--- src/hdl/tlc_pkg.sv ---
// Shared types, register map and reset constants of the traffic light controller.
package tlc_pkg;

	localparam int unsigned PADDR_W = 5;
	localparam int unsigned PDATA_W = 32;

	typedef enum logic [2:0] {
		REG_PHASE_A   = 3'd0,
		REG_PHASE_B   = 3'd1,
		REG_YELLOW    = 3'd2,
		REG_MANUAL_CD = 3'd3,
		REG_PATTERNS  = 3'd4
	} tlc_reg_t;

	localparam logic [6:0]  PHASE_A_RST   = 7'd23;
	localparam logic [6:0]  PHASE_B_RST   = 7'd15;
	localparam logic [3:0]  YELLOW_RST    = 4'd3;
	localparam logic [3:0]  MANUAL_CD_RST = 4'd3;
	localparam logic [23:0] PATTERNS_RST  = 24'h38CC61;

	localparam logic [5:0] LAMP_R1 = 6'b000001;
	localparam logic [5:0] LAMP_Y1 = 6'b000010;
	localparam logic [5:0] LAMP_G1 = 6'b000100;
	localparam logic [5:0] LAMP_R2 = 6'b001000;
	localparam logic [5:0] LAMP_Y2 = 6'b010000;
	localparam logic [5:0] LAMP_G2 = 6'b100000;

	typedef struct packed {
		logic [6:0]  phase_a_ticks;
		logic [6:0]  phase_b_ticks;
		logic [3:0]  yellow_ticks;
		logic [3:0]  manual_countdown;
		logic [23:0] manual_patterns;
	} tlc_cfg_t;

	typedef struct packed {
		logic [5:0] lamps;
		logic [3:0] dir1_tens;
		logic [3:0] dir1_ones;
		logic [3:0] dir2_tens;
		logic [3:0] dir2_ones;
		logic       manual_active;
	} tlc_result_t;

endpackage

--- src/hdl/tlc_if.sv ---
// Valid/ready channel interfaces for tick words and result words.
interface tlc_tick_if;
	logic valid;
	logic ready;
	logic manual_switch;
	logic step_button;

	modport source (output valid, output manual_switch, output step_button, input ready);
	modport sink (input valid, input manual_switch, input step_button, output ready);
endinterface

interface tlc_result_if;
	logic       valid;
	logic       ready;
	logic [5:0] lamps;
	logic [3:0] dir1_tens;
	logic [3:0] dir1_ones;
	logic [3:0] dir2_tens;
	logic [3:0] dir2_ones;
	logic       manual_active;

	modport source (output valid, output lamps, output dir1_tens, output dir1_ones,
		output dir2_tens, output dir2_ones, output manual_active, input ready);
	modport sink (input valid, input lamps, input dir1_tens, input dir1_ones,
		input dir2_tens, input dir2_ones, input manual_active, output ready);
endinterface

--- src/hdl/traffic_light_controller.sv ---
// Top level: tick input register, controller core, result register and APB registers.
// Tick words go through the input register; result words wait in the result register.
// Throughput: one tick word per cycle without stalls; state update is one tlc_core pass.
// The result register lets a new tick enter while a finished word still waits downstream.
// Reset (arst_n low, asynchronous): pipeline empty, phase A with the phase A reset length,
// automatic mode, pattern 0, and all configuration registers at their reset values.
module traffic_light_controller (
	input  logic                        clk,
	input  logic                        arst_n,
	tlc_tick_if.sink                    tick,
	tlc_result_if.source                result,
	input  logic                        psel,
	input  logic                        penable,
	input  logic                        pwrite,
	input  logic [tlc_pkg::PADDR_W-1:0] paddr,
	input  logic [tlc_pkg::PDATA_W-1:0] pwdata,
	output logic [tlc_pkg::PDATA_W-1:0] prdata,
	output logic                        pready
);

	tlc_pkg::tlc_cfg_t    cfg;
	tlc_pkg::tlc_result_t core_res;
	tlc_pkg::tlc_result_t res_q;

	logic valid_s1;
	logic sw_s1;
	logic btn_s1;
	logic out_valid_q;
	logic advance;

	assign pready     = 1'b1;
	assign advance    = valid_s1 && (!out_valid_q || result.ready);
	assign tick.ready = !valid_s1 || advance;

	tlc_regs u_regs (
		.clk     (clk),
		.arst_n  (arst_n),
		.psel    (psel),
		.penable (penable),
		.pwrite  (pwrite),
		.paddr   (paddr),
		.pwdata  (pwdata),
		.prdata  (prdata),
		.cfg     (cfg)
	);

	tlc_core u_core (
		.clk           (clk),
		.arst_n        (arst_n),
		.step_en       (advance),
		.manual_switch (sw_s1),
		.step_button   (btn_s1),
		.cfg           (cfg),
		.res           (core_res)
	);

	always_ff @(posedge clk or negedge arst_n) begin
		if (!arst_n) begin
			valid_s1 <= 1'b0;
		end else if (tick.ready) begin
			valid_s1 <= tick.valid;
		end
	end

	always_ff @(posedge clk) begin
		if (tick.ready && tick.valid) begin
			sw_s1  <= tick.manual_switch;
			btn_s1 <= tick.step_button;
		end
	end

	always_ff @(posedge clk or negedge arst_n) begin
		if (!arst_n) begin
			out_valid_q <= 1'b0;
		end else if (advance) begin
			out_valid_q <= 1'b1;
		end else if (result.ready) begin
			out_valid_q <= 1'b0;
		end
	end

	always_ff @(posedge clk) begin
		if (advance) begin
			res_q <= core_res;
		end
	end

	assign result.valid         = out_valid_q;
	assign result.lamps         = res_q.lamps;
	assign result.dir1_tens     = res_q.dir1_tens;
	assign result.dir1_ones     = res_q.dir1_ones;
	assign result.dir2_tens     = res_q.dir2_tens;
	assign result.dir2_ones     = res_q.dir2_ones;
	assign result.manual_active = res_q.manual_active;

	// An accepted word always lands in the input stage.
	a_tick_lands: assert property (@(posedge clk) disable iff (!arst_n)
		tick.valid && tick.ready |=> valid_s1)
		else $error("accepted tick word did not reach the input stage");

	// A word waiting in the input stage moves on once the result side is free.
	a_no_stall: assert property (@(posedge clk) disable iff (!arst_n)
		valid_s1 && !out_valid_q |-> advance)
		else $error("input stage stalled with an empty result register");

	// In automatic mode exactly one direction is red.
	a_one_red: assert property (@(posedge clk) disable iff (!arst_n)
		result.valid && !result.manual_active |-> $onehot({result.lamps[0], result.lamps[3]}))
		else $error("automatic mode result without exactly one red direction");

	// In manual mode both countdowns agree.
	a_manual_same: assert property (@(posedge clk) disable iff (!arst_n)
		result.valid && result.manual_active |->
			(result.dir1_tens == result.dir2_tens) && (result.dir1_ones == result.dir2_ones))
		else $error("manual mode countdowns differ");

endmodule

--- src/hdl/tlc_regs.sv ---
// APB configuration register file of the traffic light controller.
module tlc_regs (
	input  logic                          clk,
	input  logic                          arst_n,
	input  logic                          psel,
	input  logic                          penable,
	input  logic                          pwrite,
	input  logic [tlc_pkg::PADDR_W-1:0]   paddr,
	input  logic [tlc_pkg::PDATA_W-1:0]   pwdata,
	output logic [tlc_pkg::PDATA_W-1:0]   prdata,
	output tlc_pkg::tlc_cfg_t             cfg
);

	tlc_pkg::tlc_cfg_t cfg_q;
	tlc_pkg::tlc_reg_t sel;
	logic              wr_en;

	assign sel   = tlc_pkg::tlc_reg_t'(paddr[tlc_pkg::PADDR_W-1:2]);
	assign wr_en = psel && penable && pwrite;
	assign cfg   = cfg_q;

	always_ff @(posedge clk or negedge arst_n) begin
		if (!arst_n) begin
			cfg_q.phase_a_ticks    <= tlc_pkg::PHASE_A_RST;
			cfg_q.phase_b_ticks    <= tlc_pkg::PHASE_B_RST;
			cfg_q.yellow_ticks     <= tlc_pkg::YELLOW_RST;
			cfg_q.manual_countdown <= tlc_pkg::MANUAL_CD_RST;
			cfg_q.manual_patterns  <= tlc_pkg::PATTERNS_RST;
		end else if (wr_en) begin
			case (sel)
				tlc_pkg::REG_PHASE_A:   cfg_q.phase_a_ticks    <= pwdata[6:0];
				tlc_pkg::REG_PHASE_B:   cfg_q.phase_b_ticks    <= pwdata[6:0];
				tlc_pkg::REG_YELLOW:    cfg_q.yellow_ticks     <= pwdata[3:0];
				tlc_pkg::REG_MANUAL_CD: cfg_q.manual_countdown <= pwdata[3:0];
				tlc_pkg::REG_PATTERNS:  cfg_q.manual_patterns  <= pwdata[23:0];
				default: ;
			endcase
		end
	end

	always_comb begin
		case (sel)
			tlc_pkg::REG_PHASE_A:   prdata = {25'd0, cfg_q.phase_a_ticks};
			tlc_pkg::REG_PHASE_B:   prdata = {25'd0, cfg_q.phase_b_ticks};
			tlc_pkg::REG_YELLOW:    prdata = {28'd0, cfg_q.yellow_ticks};
			tlc_pkg::REG_MANUAL_CD: prdata = {28'd0, cfg_q.manual_countdown};
			tlc_pkg::REG_PATTERNS:  prdata = {8'd0, cfg_q.manual_patterns};
			default:                prdata = '0;
		endcase
	end

endmodule

--- src/hdl/tlc_core.sv ---
// Controller state and the per-tick lamp and countdown logic.
module tlc_core (
	input  logic                  clk,
	input  logic                  arst_n,
	input  logic                  step_en,
	input  logic                  manual_switch,
	input  logic                  step_button,
	input  tlc_pkg::tlc_cfg_t     cfg,
	output tlc_pkg::tlc_result_t  res
);

	logic       in_manual_q, in_manual_d;
	logic       phase_b_q, phase_b_d;
	logic [6:0] ticks_left_q, ticks_left_d;
	logic [1:0] pidx_q, pidx_d;
	logic       holding_q, holding_d;
	logic [3:0] hold_left_q, hold_left_d;

	logic [5:0] lamps;
	logic [6:0] d1, d2;
	logic [6:0] other;
	logic       yellow;

	function automatic logic [5:0] pattern_of(input logic [23:0] p, input logic [1:0] i);
		case (i)
			2'd0:    pattern_of = p[5:0];
			2'd1:    pattern_of = p[11:6];
			2'd2:    pattern_of = p[17:12];
			default: pattern_of = p[23:18];
		endcase
	endfunction

	// Tens digit by reciprocal multiply: (v * 103) >> 10 is exact for v up to 99.
	function automatic logic [7:0] to_bcd(input logic [6:0] v);
		logic [6:0]  s;
		logic [13:0] prod;
		logic [3:0]  t;
		logic [6:0]  o;
		s      = (v > 7'd99) ? 7'd99 : v;
		prod   = 14'(s) * 14'd103;
		t      = prod[13:10];
		o      = s - 7'(t) * 7'd10;
		to_bcd = {t, o[3:0]};
	endfunction

	always_comb begin
		in_manual_d  = in_manual_q;
		phase_b_d    = phase_b_q;
		ticks_left_d = ticks_left_q;
		pidx_d       = pidx_q;
		holding_d    = holding_q;
		hold_left_d  = hold_left_q;
		lamps        = '0;
		d1           = '0;
		d2           = '0;
		yellow       = (ticks_left_q <= 7'(cfg.yellow_ticks));
		other        = yellow ? ticks_left_q : ticks_left_q - 7'(cfg.yellow_ticks);

		if (manual_switch) begin
			in_manual_d = 1'b1;
			if (holding_q) begin
				// The current pattern stays up through the last countdown tick.
				d1    = 7'(hold_left_q);
				lamps = pattern_of(cfg.manual_patterns, pidx_q);
				if (hold_left_q == 4'd0) begin
					holding_d = 1'b0;
					pidx_d    = pidx_q + 2'd1;
				end else begin
					hold_left_d = hold_left_q - 4'd1;
				end
			end else if (step_button) begin
				d1    = 7'(cfg.manual_countdown);
				lamps = pattern_of(cfg.manual_patterns, pidx_q + 2'd1);
				if (cfg.manual_countdown == 4'd0) begin
					pidx_d = pidx_q + 2'd2;
				end else begin
					pidx_d      = pidx_q + 2'd1;
					holding_d   = 1'b1;
					hold_left_d = cfg.manual_countdown - 4'd1;
				end
			end else begin
				lamps = pattern_of(cfg.manual_patterns, pidx_q);
			end
			d2 = d1;
		end else begin
			if (in_manual_q) begin
				in_manual_d = 1'b0;
				pidx_d      = '0;
				holding_d   = 1'b0;
				hold_left_d = '0;
			end
			if (!phase_b_q) begin
				lamps = tlc_pkg::LAMP_R1 | (yellow ? tlc_pkg::LAMP_Y2 : tlc_pkg::LAMP_G2);
				d1    = ticks_left_q;
				d2    = other;
			end else begin
				lamps = tlc_pkg::LAMP_R2 | (yellow ? tlc_pkg::LAMP_Y1 : tlc_pkg::LAMP_G1);
				d1    = other;
				d2    = ticks_left_q;
			end
			if (ticks_left_q <= 7'd1) begin
				phase_b_d    = !phase_b_q;
				ticks_left_d = phase_b_q ? cfg.phase_a_ticks : cfg.phase_b_ticks;
			end else begin
				ticks_left_d = ticks_left_q - 7'd1;
			end
		end
	end

	assign res.lamps                    = lamps;
	assign {res.dir1_tens, res.dir1_ones} = to_bcd(d1);
	assign {res.dir2_tens, res.dir2_ones} = to_bcd(d2);
	assign res.manual_active            = in_manual_d;

	always_ff @(posedge clk or negedge arst_n) begin
		if (!arst_n) begin
			in_manual_q  <= 1'b0;
			phase_b_q    <= 1'b0;
			ticks_left_q <= tlc_pkg::PHASE_A_RST;
			pidx_q       <= '0;
			holding_q    <= 1'b0;
			hold_left_q  <= '0;
		end else if (step_en) begin
			in_manual_q  <= in_manual_d;
			phase_b_q    <= phase_b_d;
			ticks_left_q <= ticks_left_d;
			pidx_q       <= pidx_d;
			holding_q    <= holding_d;
			hold_left_q  <= hold_left_d;
		end
	end

endmodule

--- src/flat_wrapper.sv ---
// flat-port wrapper written by rule: the top's interface ports become plain ports
module traffic_light_controller_flat 
  (clk, arst_n, psel, penable, pwrite, paddr, pwdata, prdata, pready, tick_valid, tick_manual_switch, tick_step_button, tick_ready, result_valid, result_lamps, result_dir1_tens, result_dir1_ones, result_dir2_tens, result_dir2_ones, result_manual_active, result_ready);
  tlc_tick_if tick_i ();
  tlc_result_if result_i ();
  input  logic clk;
  input  logic arst_n;
  input  logic psel;
  input  logic penable;
  input  logic pwrite;
  input  logic [tlc_pkg::PADDR_W-1:0] paddr;
  input  logic [tlc_pkg::PDATA_W-1:0] pwdata;
  output logic [tlc_pkg::PDATA_W-1:0] prdata;
  output logic pready;
  input wire logic [$bits(tick_i.valid)-1:0] tick_valid;
  input wire logic [$bits(tick_i.manual_switch)-1:0] tick_manual_switch;
  input wire logic [$bits(tick_i.step_button)-1:0] tick_step_button;
  output wire logic [$bits(tick_i.ready)-1:0] tick_ready;
  output wire logic [$bits(result_i.valid)-1:0] result_valid;
  output wire logic [$bits(result_i.lamps)-1:0] result_lamps;
  output wire logic [$bits(result_i.dir1_tens)-1:0] result_dir1_tens;
  output wire logic [$bits(result_i.dir1_ones)-1:0] result_dir1_ones;
  output wire logic [$bits(result_i.dir2_tens)-1:0] result_dir2_tens;
  output wire logic [$bits(result_i.dir2_ones)-1:0] result_dir2_ones;
  output wire logic [$bits(result_i.manual_active)-1:0] result_manual_active;
  input wire logic [$bits(result_i.ready)-1:0] result_ready;
  assign tick_i.valid = tick_valid;
  assign tick_i.manual_switch = tick_manual_switch;
  assign tick_i.step_button = tick_step_button;
  assign tick_ready = tick_i.ready;
  assign result_valid = result_i.valid;
  assign result_lamps = result_i.lamps;
  assign result_dir1_tens = result_i.dir1_tens;
  assign result_dir1_ones = result_i.dir1_ones;
  assign result_dir2_tens = result_i.dir2_tens;
  assign result_dir2_ones = result_i.dir2_ones;
  assign result_manual_active = result_i.manual_active;
  assign result_i.ready = result_ready;
  traffic_light_controller u_core (.clk(clk), .arst_n(arst_n), .tick(tick_i), .result(result_i), .psel(psel), .penable(penable), .pwrite(pwrite), .paddr(paddr), .pwdata(pwdata), .prdata(prdata), .pready(pready));
endmodule
--- config.mk ---
export PLATFORM = sky130hd
export DESIGN_NAME = traffic_light_controller_flat
export DESIGN_NICKNAME = d
export VERILOG_FILES = /design/src/hdl/tlc_pkg.sv /design/src/hdl/tlc_if.sv /design/src/hdl/traffic_light_controller.sv /design/src/hdl/tlc_regs.sv /design/src/hdl/tlc_core.sv /design/src/flat_wrapper.sv
export SDC_FILE = /design/constraint.sdc
export NUM_CORES = 1
export LEC_CHECK = 0
export CAP_MARGIN = 40
export CORE_MARGIN = 10
export CORE_UTILIZATION = 65
export DETAILED_ROUTE_END_ITERATION = 10
export DONT_BUFFER_PORTS = 1
export GPL_TIMING_DRIVEN = 0
export PLACE_DENSITY = 0.91
export REMOVE_ABC_BUFFERS = 1
export SLEW_MARGIN = 40
export SYNTH_ARGS = -nofsm -noshare
export SYNTH_HDL_FRONTEND = slang
export SYNTH_SLANG_ARGS = --single-unit
--- constraint.sdc ---
create_clock -name clk -period 8.6 [get_ports clk]
set_clock_uncertainty 0.2 [all_clocks]
set_input_delay 0 -clock clk [delete_from_list [all_inputs] [get_ports clk]]
set_output_delay 0 -clock clk [all_outputs]
set_load 0.01 [all_outputs]
Word level (Yosys, flattened, before mapping)
Index checks and enable logic that the tools add are counted.
{"block": "word_totals", "ff_bits": 89, "in_bits": 46, "wordCells": 117}
{"block": "op_classes", "muxes": 41, "bitwise_logic": 1, "add_sub_neg": 8, "n_mul": 4, "reduce_logical": 26, "n_lt_le_gt_ge": 4, "eq_ne": 12}
{"cell": "$pmux W24 S5", "count": 1}
{"cell": "$mux W7", "count": 9}
{"cell": "$pmux W6 S3", "count": 2}
{"cell": "$mux W4", "count": 8}
{"cell": "$mux W6", "count": 5}
{"cell": "$mul A7 B7 Y14 const B", "count": 2}
{"cell": "$gt A7 B7 Y1 const B", "count": 2}
{"cell": "$reduce_and A2 Y1", "count": 7}
{"cell": "$mux W2", "count": 6}
{"cell": "$ne A3 B3 Y1 const B", "count": 4}
{"cell": "$mux W1", "count": 9}
{"cell": "$logic_not A4 Y1", "count": 2}
{"cell": "$mul A4 B3 Y3 const B", "count": 2}
{"cell": "$sub A4 B1 Y4 const B", "count": 2}
{"cell": "$sub A4 B4 Y4", "count": 2}
{"cell": "$le A7 B1 Y1 const B", "count": 1}
{"cell": "$le A7 B4 Y1", "count": 1}
{"cell": "$sub A7 B1 Y7 const B", "count": 1}
{"cell": "$sub A7 B4 Y7", "count": 1}
{"cell": "$eq A3 B2 Y1 const B", "count": 2}
{"cell": "$reduce_and A5 Y1", "count": 1}
{"cell": "$eq A2 B1 Y1 const B", "count": 2}
{"cell": "$eq A2 B2 Y1 const B", "count": 2}
{"cell": "$logic_and A1 B1 Y1", "count": 4}
{"cell": "other kinds (13)", "count": 18}

Depth between registers and ports, before layout
{"block": "logic_depth", "word_depth": 9, "ltp_mapped": 26}

Cells and area by module
Synthesis repeated with hierarchy kept, for this count alone.
{"block": "unflattened", "hier_cells": 685, "hier_area_um2": 7239.4}
{"module": "tlc_core", "area_each_um2": 4106.4, "n_inst": 1, "seq_area_each_um2": 405.4, "cells_per_inst": 480}
{"module": "tlc_regs", "area_each_um2": 2267.2, "n_inst": 1, "seq_area_each_um2": 1178.6, "cells_per_inst": 170}
{"module": "traffic_light_controller", "area_each_um2": 865.8, "n_inst": 1, "seq_area_each_um2": 800.8, "cells_per_inst": 35}

Worst setup path after synthesis
Ideal clock, no wire load.
{"block": "synth_path", "path_type": "register -> register", "startpoint": "register u_core.u_core.ticks_left_q[0]", "endpoint": "register u_core.res_q, in the netlist u_core.result.dir1_ones[3], data pin", "period_less_slack_ns": 6.657, "stages_incl_launch_ff": 27, "path_slack_ns": 1.943, "setup_time_ns": 0.273, "t_arrival_ns": 6.184, "cell_sequence": "dfstp_2 -> inv_1 -> ha_1 -> fa_1 -> nand2b_1 -> o2bb2ai_1 -> nand3_1 -> mux2_4 -> nor2_1 -> o31ai_1 -> o21ai_0 -> ha_1 -> ha_1 -> inv_1 -> fa_1 -> inv_1 -> fa_1 -> ha_1 -> a21o_1 -> a211oi_1 -> o21ai_0 -> a21oi_1 -> o21a_1 -> xnor2_1 -> fa_1 -> xor3_1 -> xnor2_1"}
{"element": "start: declaration", "line_no": "tlc_core.sv:14", "source": "logic [6:0] ticks_left_q, ticks_left_d;"}
{"element": "start signal: assignment", "line_no": "tlc_core.sv:119", "source": "ticks_left_q <= tlc_pkg::PHASE_A_RST;"}
{"element": "start signal: assignment", "line_no": "tlc_core.sv:126", "source": "ticks_left_q <= ticks_left_d;"}
{"element": "end signal: assignment", "line_no": "traffic_light_controller.sv:84", "source": "res_q <= core_res;"}
{"element": "end: declaration", "line_no": "traffic_light_controller.sv:23", "source": "tlc_pkg::tlc_result_t res_q;"}

==> metrics <==
syn avg cell area around 10 µm²; critical-path maximum fanout 7; share of cells above drive strength 1 between 10% and 20%; final period utilization between 80% and 90%; WHS 22.26 ps; async set-reset flop share out of synthesis a little under three quarters; CTS buffer count 9; Data arrival, critical path between 7000 and 8000 ps; CTS Root Cell clkbuf_8; Max Fclk about 0.13 GHz; RSZ-0062 raised after global routing false; CTS H-tree lvls 3; Final setup viols 0; cell count of the worst hold path 3; initial antenna violation count 0; first-pass GRT wire length 31.51 mm; Initial Util between 60 and 70%; status finished, final reports clean; DR vias between 5k and 6k; Synth Cell Area ~0.007 mm²; cts repair resizes 0; die footprint 0.01535 mm²; largest net degree at the start of global routing 39; total iterations of the first detailed-routing run 10; crit-path max cell delay 640 ps; Post-CTS Setup Repair Bufs 0; main combinational cell family by area after synthesis adder cells; # nets final 859; hold path startpoint paddr[4]; WL/cell 23.38 µm; Simple-Gate Fraction of Synth Area roughly 11%; crit start category flop; GR Util All Layers between 20% and 30%; clock transition at the registers of the reported paths approximately 100 ps; Final Routed Wirelength ~20 mm; Mapped Cells 673; Req. time, crit path 8520 ps; Reg2Reg Setup Slack a little over 900 ps; post-synthesis cell type count between 70 and 80; compound-cell area share of the yosys netlist 15.46%; Worst Reg-to-Reg Cells 26; Port Buffer Count 0; grt ovf 0; sequential element share of the synthesized area 33.99%; DP HPWL ~13 mm; Max-Slew Margin vs Limit roughly 38%; Layout area overhead 11.72%; die width about 120 µm; Sink Count 89; Period minus WS final 7685 ps; DR DRC count 0; worst slew pin tran between 900 and 1000 ps; Post-Synth XOR/XNOR Area between 3 and 4%; CTS Buffer Depth 2; Placeable Area around 0.010 mm²; row count 37; min-delay worst type in -> out; Post-synth EDFFs 25; Layout Cells excl Fill between 800 and 900; Clk Latency, worst-skew pair ~390 ps; number of max-cap violations 0; nature of the critical path endpoint flop; Slew Limit Fails 0; synthesis-stage register bit count 89; adder-cell area share of the yosys netlist between 20% and 30%; placed insts 786; Setup TNS 0 ps; antenna diode count 0; vias in the first global route roughly 5.9k; Hold Path End prdata[5]; Final ANT Viol Nets 0; RD Place Congestion between 0.9 and 1; reg2reg end u_core.result.dir1_ones[3]$_DFFE_PP_; endpoints failing hold 0; CTS tree yes; worst r2r src u_core.u_core.ticks_left_q[0]$_DFFE_PN1P_; Synth Flop Type dfrtp_1; drt first-iter violations approximately 900; critical path class reg -> reg; Ys Warns 0; mux share of post-synthesis cell area 10.41%; io pins ~100; Die Ht 123.9 µm; slowest stage cell, crit path dfstp_2; routed vias/inst between 6 and 7
## final cells by class
cell class / instances / area, µm²
Timing Repair Buffer: 52 / 545.5
Clock inverter: 4 / 37.54
Clock buffer: 12 / 187.7
Inverter: 59 / 221.5
Multi-Input combinational cell: 498 / 4292
Tap cell: 136 / 170.2
Fill cell: 608 / 2577
Sequential cell: 89 / 2385
## flip-flops by register name, summed over array words and instances, names as in the netlist
| signal | flops |
|---|---|
| u_core.u_core.phase_b_q | 1 |
| u_core.u_core.hold_left_q | 4 |
| u_core.result.manual_active | 1 |
| u_core.result.dir2_ones | 4 |
| u_core.result.lamps | 6 |
| u_core.result.dir1_ones | 4 |
| u_core.valid_s1 | 1 |
| u_core.u_core.in_manual_q | 1 |
| u_core.result.valid | 1 |
| u_core.btn_s1 | 1 |
| u_core.u_core.pidx_q | 2 |
| u_core.u_regs.cfg | 46 |
| u_core.result.dir2_tens | 4 |
| u_core.sw_s1 | 1 |
| u_core.u_core.ticks_left_q | 7 |
| u_core.u_core.holding_q | 1 |
| u_core.result.dir1_tens | 4 |
## Yosys cell counts (all sizes together), types with 4 or more instances
cell    count  area share (%)
mux2i      22             3.1
xnor2      13             1.6
o21a        8            0.86
xor2        6            0.75
a222oi      8             1.1
ha         85              15
fa         19             5.4
o22ai       5            0.45
nand2b     11             1.1
a22oi       6            0.64
a21oi      36             2.8
o31ai       6            0.64
inv        59             3.2
nor2b       8            0.71
o211ai      9             1.2
nand3       8            0.57
nor2       40             2.3
dfstp      26             9.7
edfxtp     25              11
clkbuf     18            0.96
and3       18             1.6
a211oi      8            0.86
nor3       15             1.3
mux2       45             7.3
a31o        4            0.50
o21ai      34             2.7
buf        16             1.4
dfrtp      38              14
nand2      28             1.5
## stage by stage
| step | util, % | setup slack (ps) | instance area [µm²] |
|---|---|---|---|
| 3_5_place_dp | 68.17 | 1082 | 7101 |
| 6_report | 75.26 | 915.5 | 7839 |
| 3_3_place_gp | 67.65 | 1371 | 7047 |
| 2_1_floorplan | - | 1936 | 6877 |
| 5_1_grt | 75.26 | 519.7 | 7839 |
| 4_1_cts | 75.21 | 1056 | 7834 |
## kinds of logic (layout without fill, tap and decap cells)
family                   after synthesis  in the layout
AO/OA/AOI/OAI                        153            153
XOR/XNOR                              21             21
adder cells (fa/ha/maj)              104            104
buffers and inverters                 93            127
flip-flops                            89             89
multiplexers                          67             67
other                                  2              9
AND/OR/NAND/NOR                      144            144
## layer usage
metal	vias up	part of all wire [%]	global-route usage [%]	routed length [µm]
li1	2501	-	-	-
met1	2819	36	30.36	7067
met5	-	0	0	0
met4	0	5.5	13.60	1089
met2	433	48	43.28	9590
met3	140	11	7.873	2127
## worst max-delay path by stage
stage	from	slack [ps]	depth (start not counted)	endpoint
after floorplan	u_core.u_core.ticks_left_q[0]$_DFFE_PN1P_	1940	26	u_core.result.dir1_ones[3]$_DFFE_PP_
after global placement	u_core.u_core.ticks_left_q[0]$_DFFE_PN1P_	1370	26	u_core.result.dir1_ones[3]$_DFFE_PP_
after detailed placement	u_core.u_core.ticks_left_q[0]$_DFFE_PN1P_	1080	26	u_core.result.dir1_ones[3]$_DFFE_PP_
after CTS	u_core.u_core.ticks_left_q[0]$_DFFE_PN1P_	1060	26	u_core.result.dir1_ones[3]$_DFFE_PP_
after global routing	u_core.u_core.ticks_left_q[0]$_DFFE_PN1P_	520	26	u_core.result.dir1_ones[3]$_DFFE_PP_
final	u_core.u_core.ticks_left_q[0]$_DFFE_PN1P_	920	26	u_core.result.dir1_ones[3]$_DFFE_PP_
## worst max-delay path: cells and delay by family, from the launching register on
family | cells | cell delay [ps]
adder cells (fa/ha/maj) | 8 | 3000
flip-flops | 1 | 640
buffers and inverters | 3 | 220
AO/OA/AOI/OAI | 8 | 1700
XOR/XNOR | 3 | 660
AND/OR/NAND/NOR | 3 | 610
multiplexers | 1 | 360
## timing repair
action                                 in CTS  in global routing
endpoints found under the hold margin     141                  0
setup endpoints to repair                   0                  0
hold buffers                               48                  0
## cells in the final DEF, fill, tap and decap left out, types with 10 or more instances in the layout
master / synthesis / routed
mux2i_1: 22 / 22
a21oi_1: 34 / 34
nand2b_1: 10 / 10
dlygate4sd3_1: 0 / 46
fa_1: 19 / 19
nor2_1: 38 / 37
nor3_1: 13 / 13
nand2_1: 28 / 28
edfxtp_1: 25 / 25
and3_1: 18 / 18
o21ai_0: 29 / 29
clkbuf_8: 0 / 10
inv_1: 57 / 57
mux2_2: 44 / 44
dfrtp_1: 38 / 38
xnor2_1: 13 / 13
ha_1: 85 / 85
dfstp_2: 26 / 26
Power is left out: the tool's default activity adds up to more than one toggle a clock period on the data nets, which glitch-free logic cannot reach.
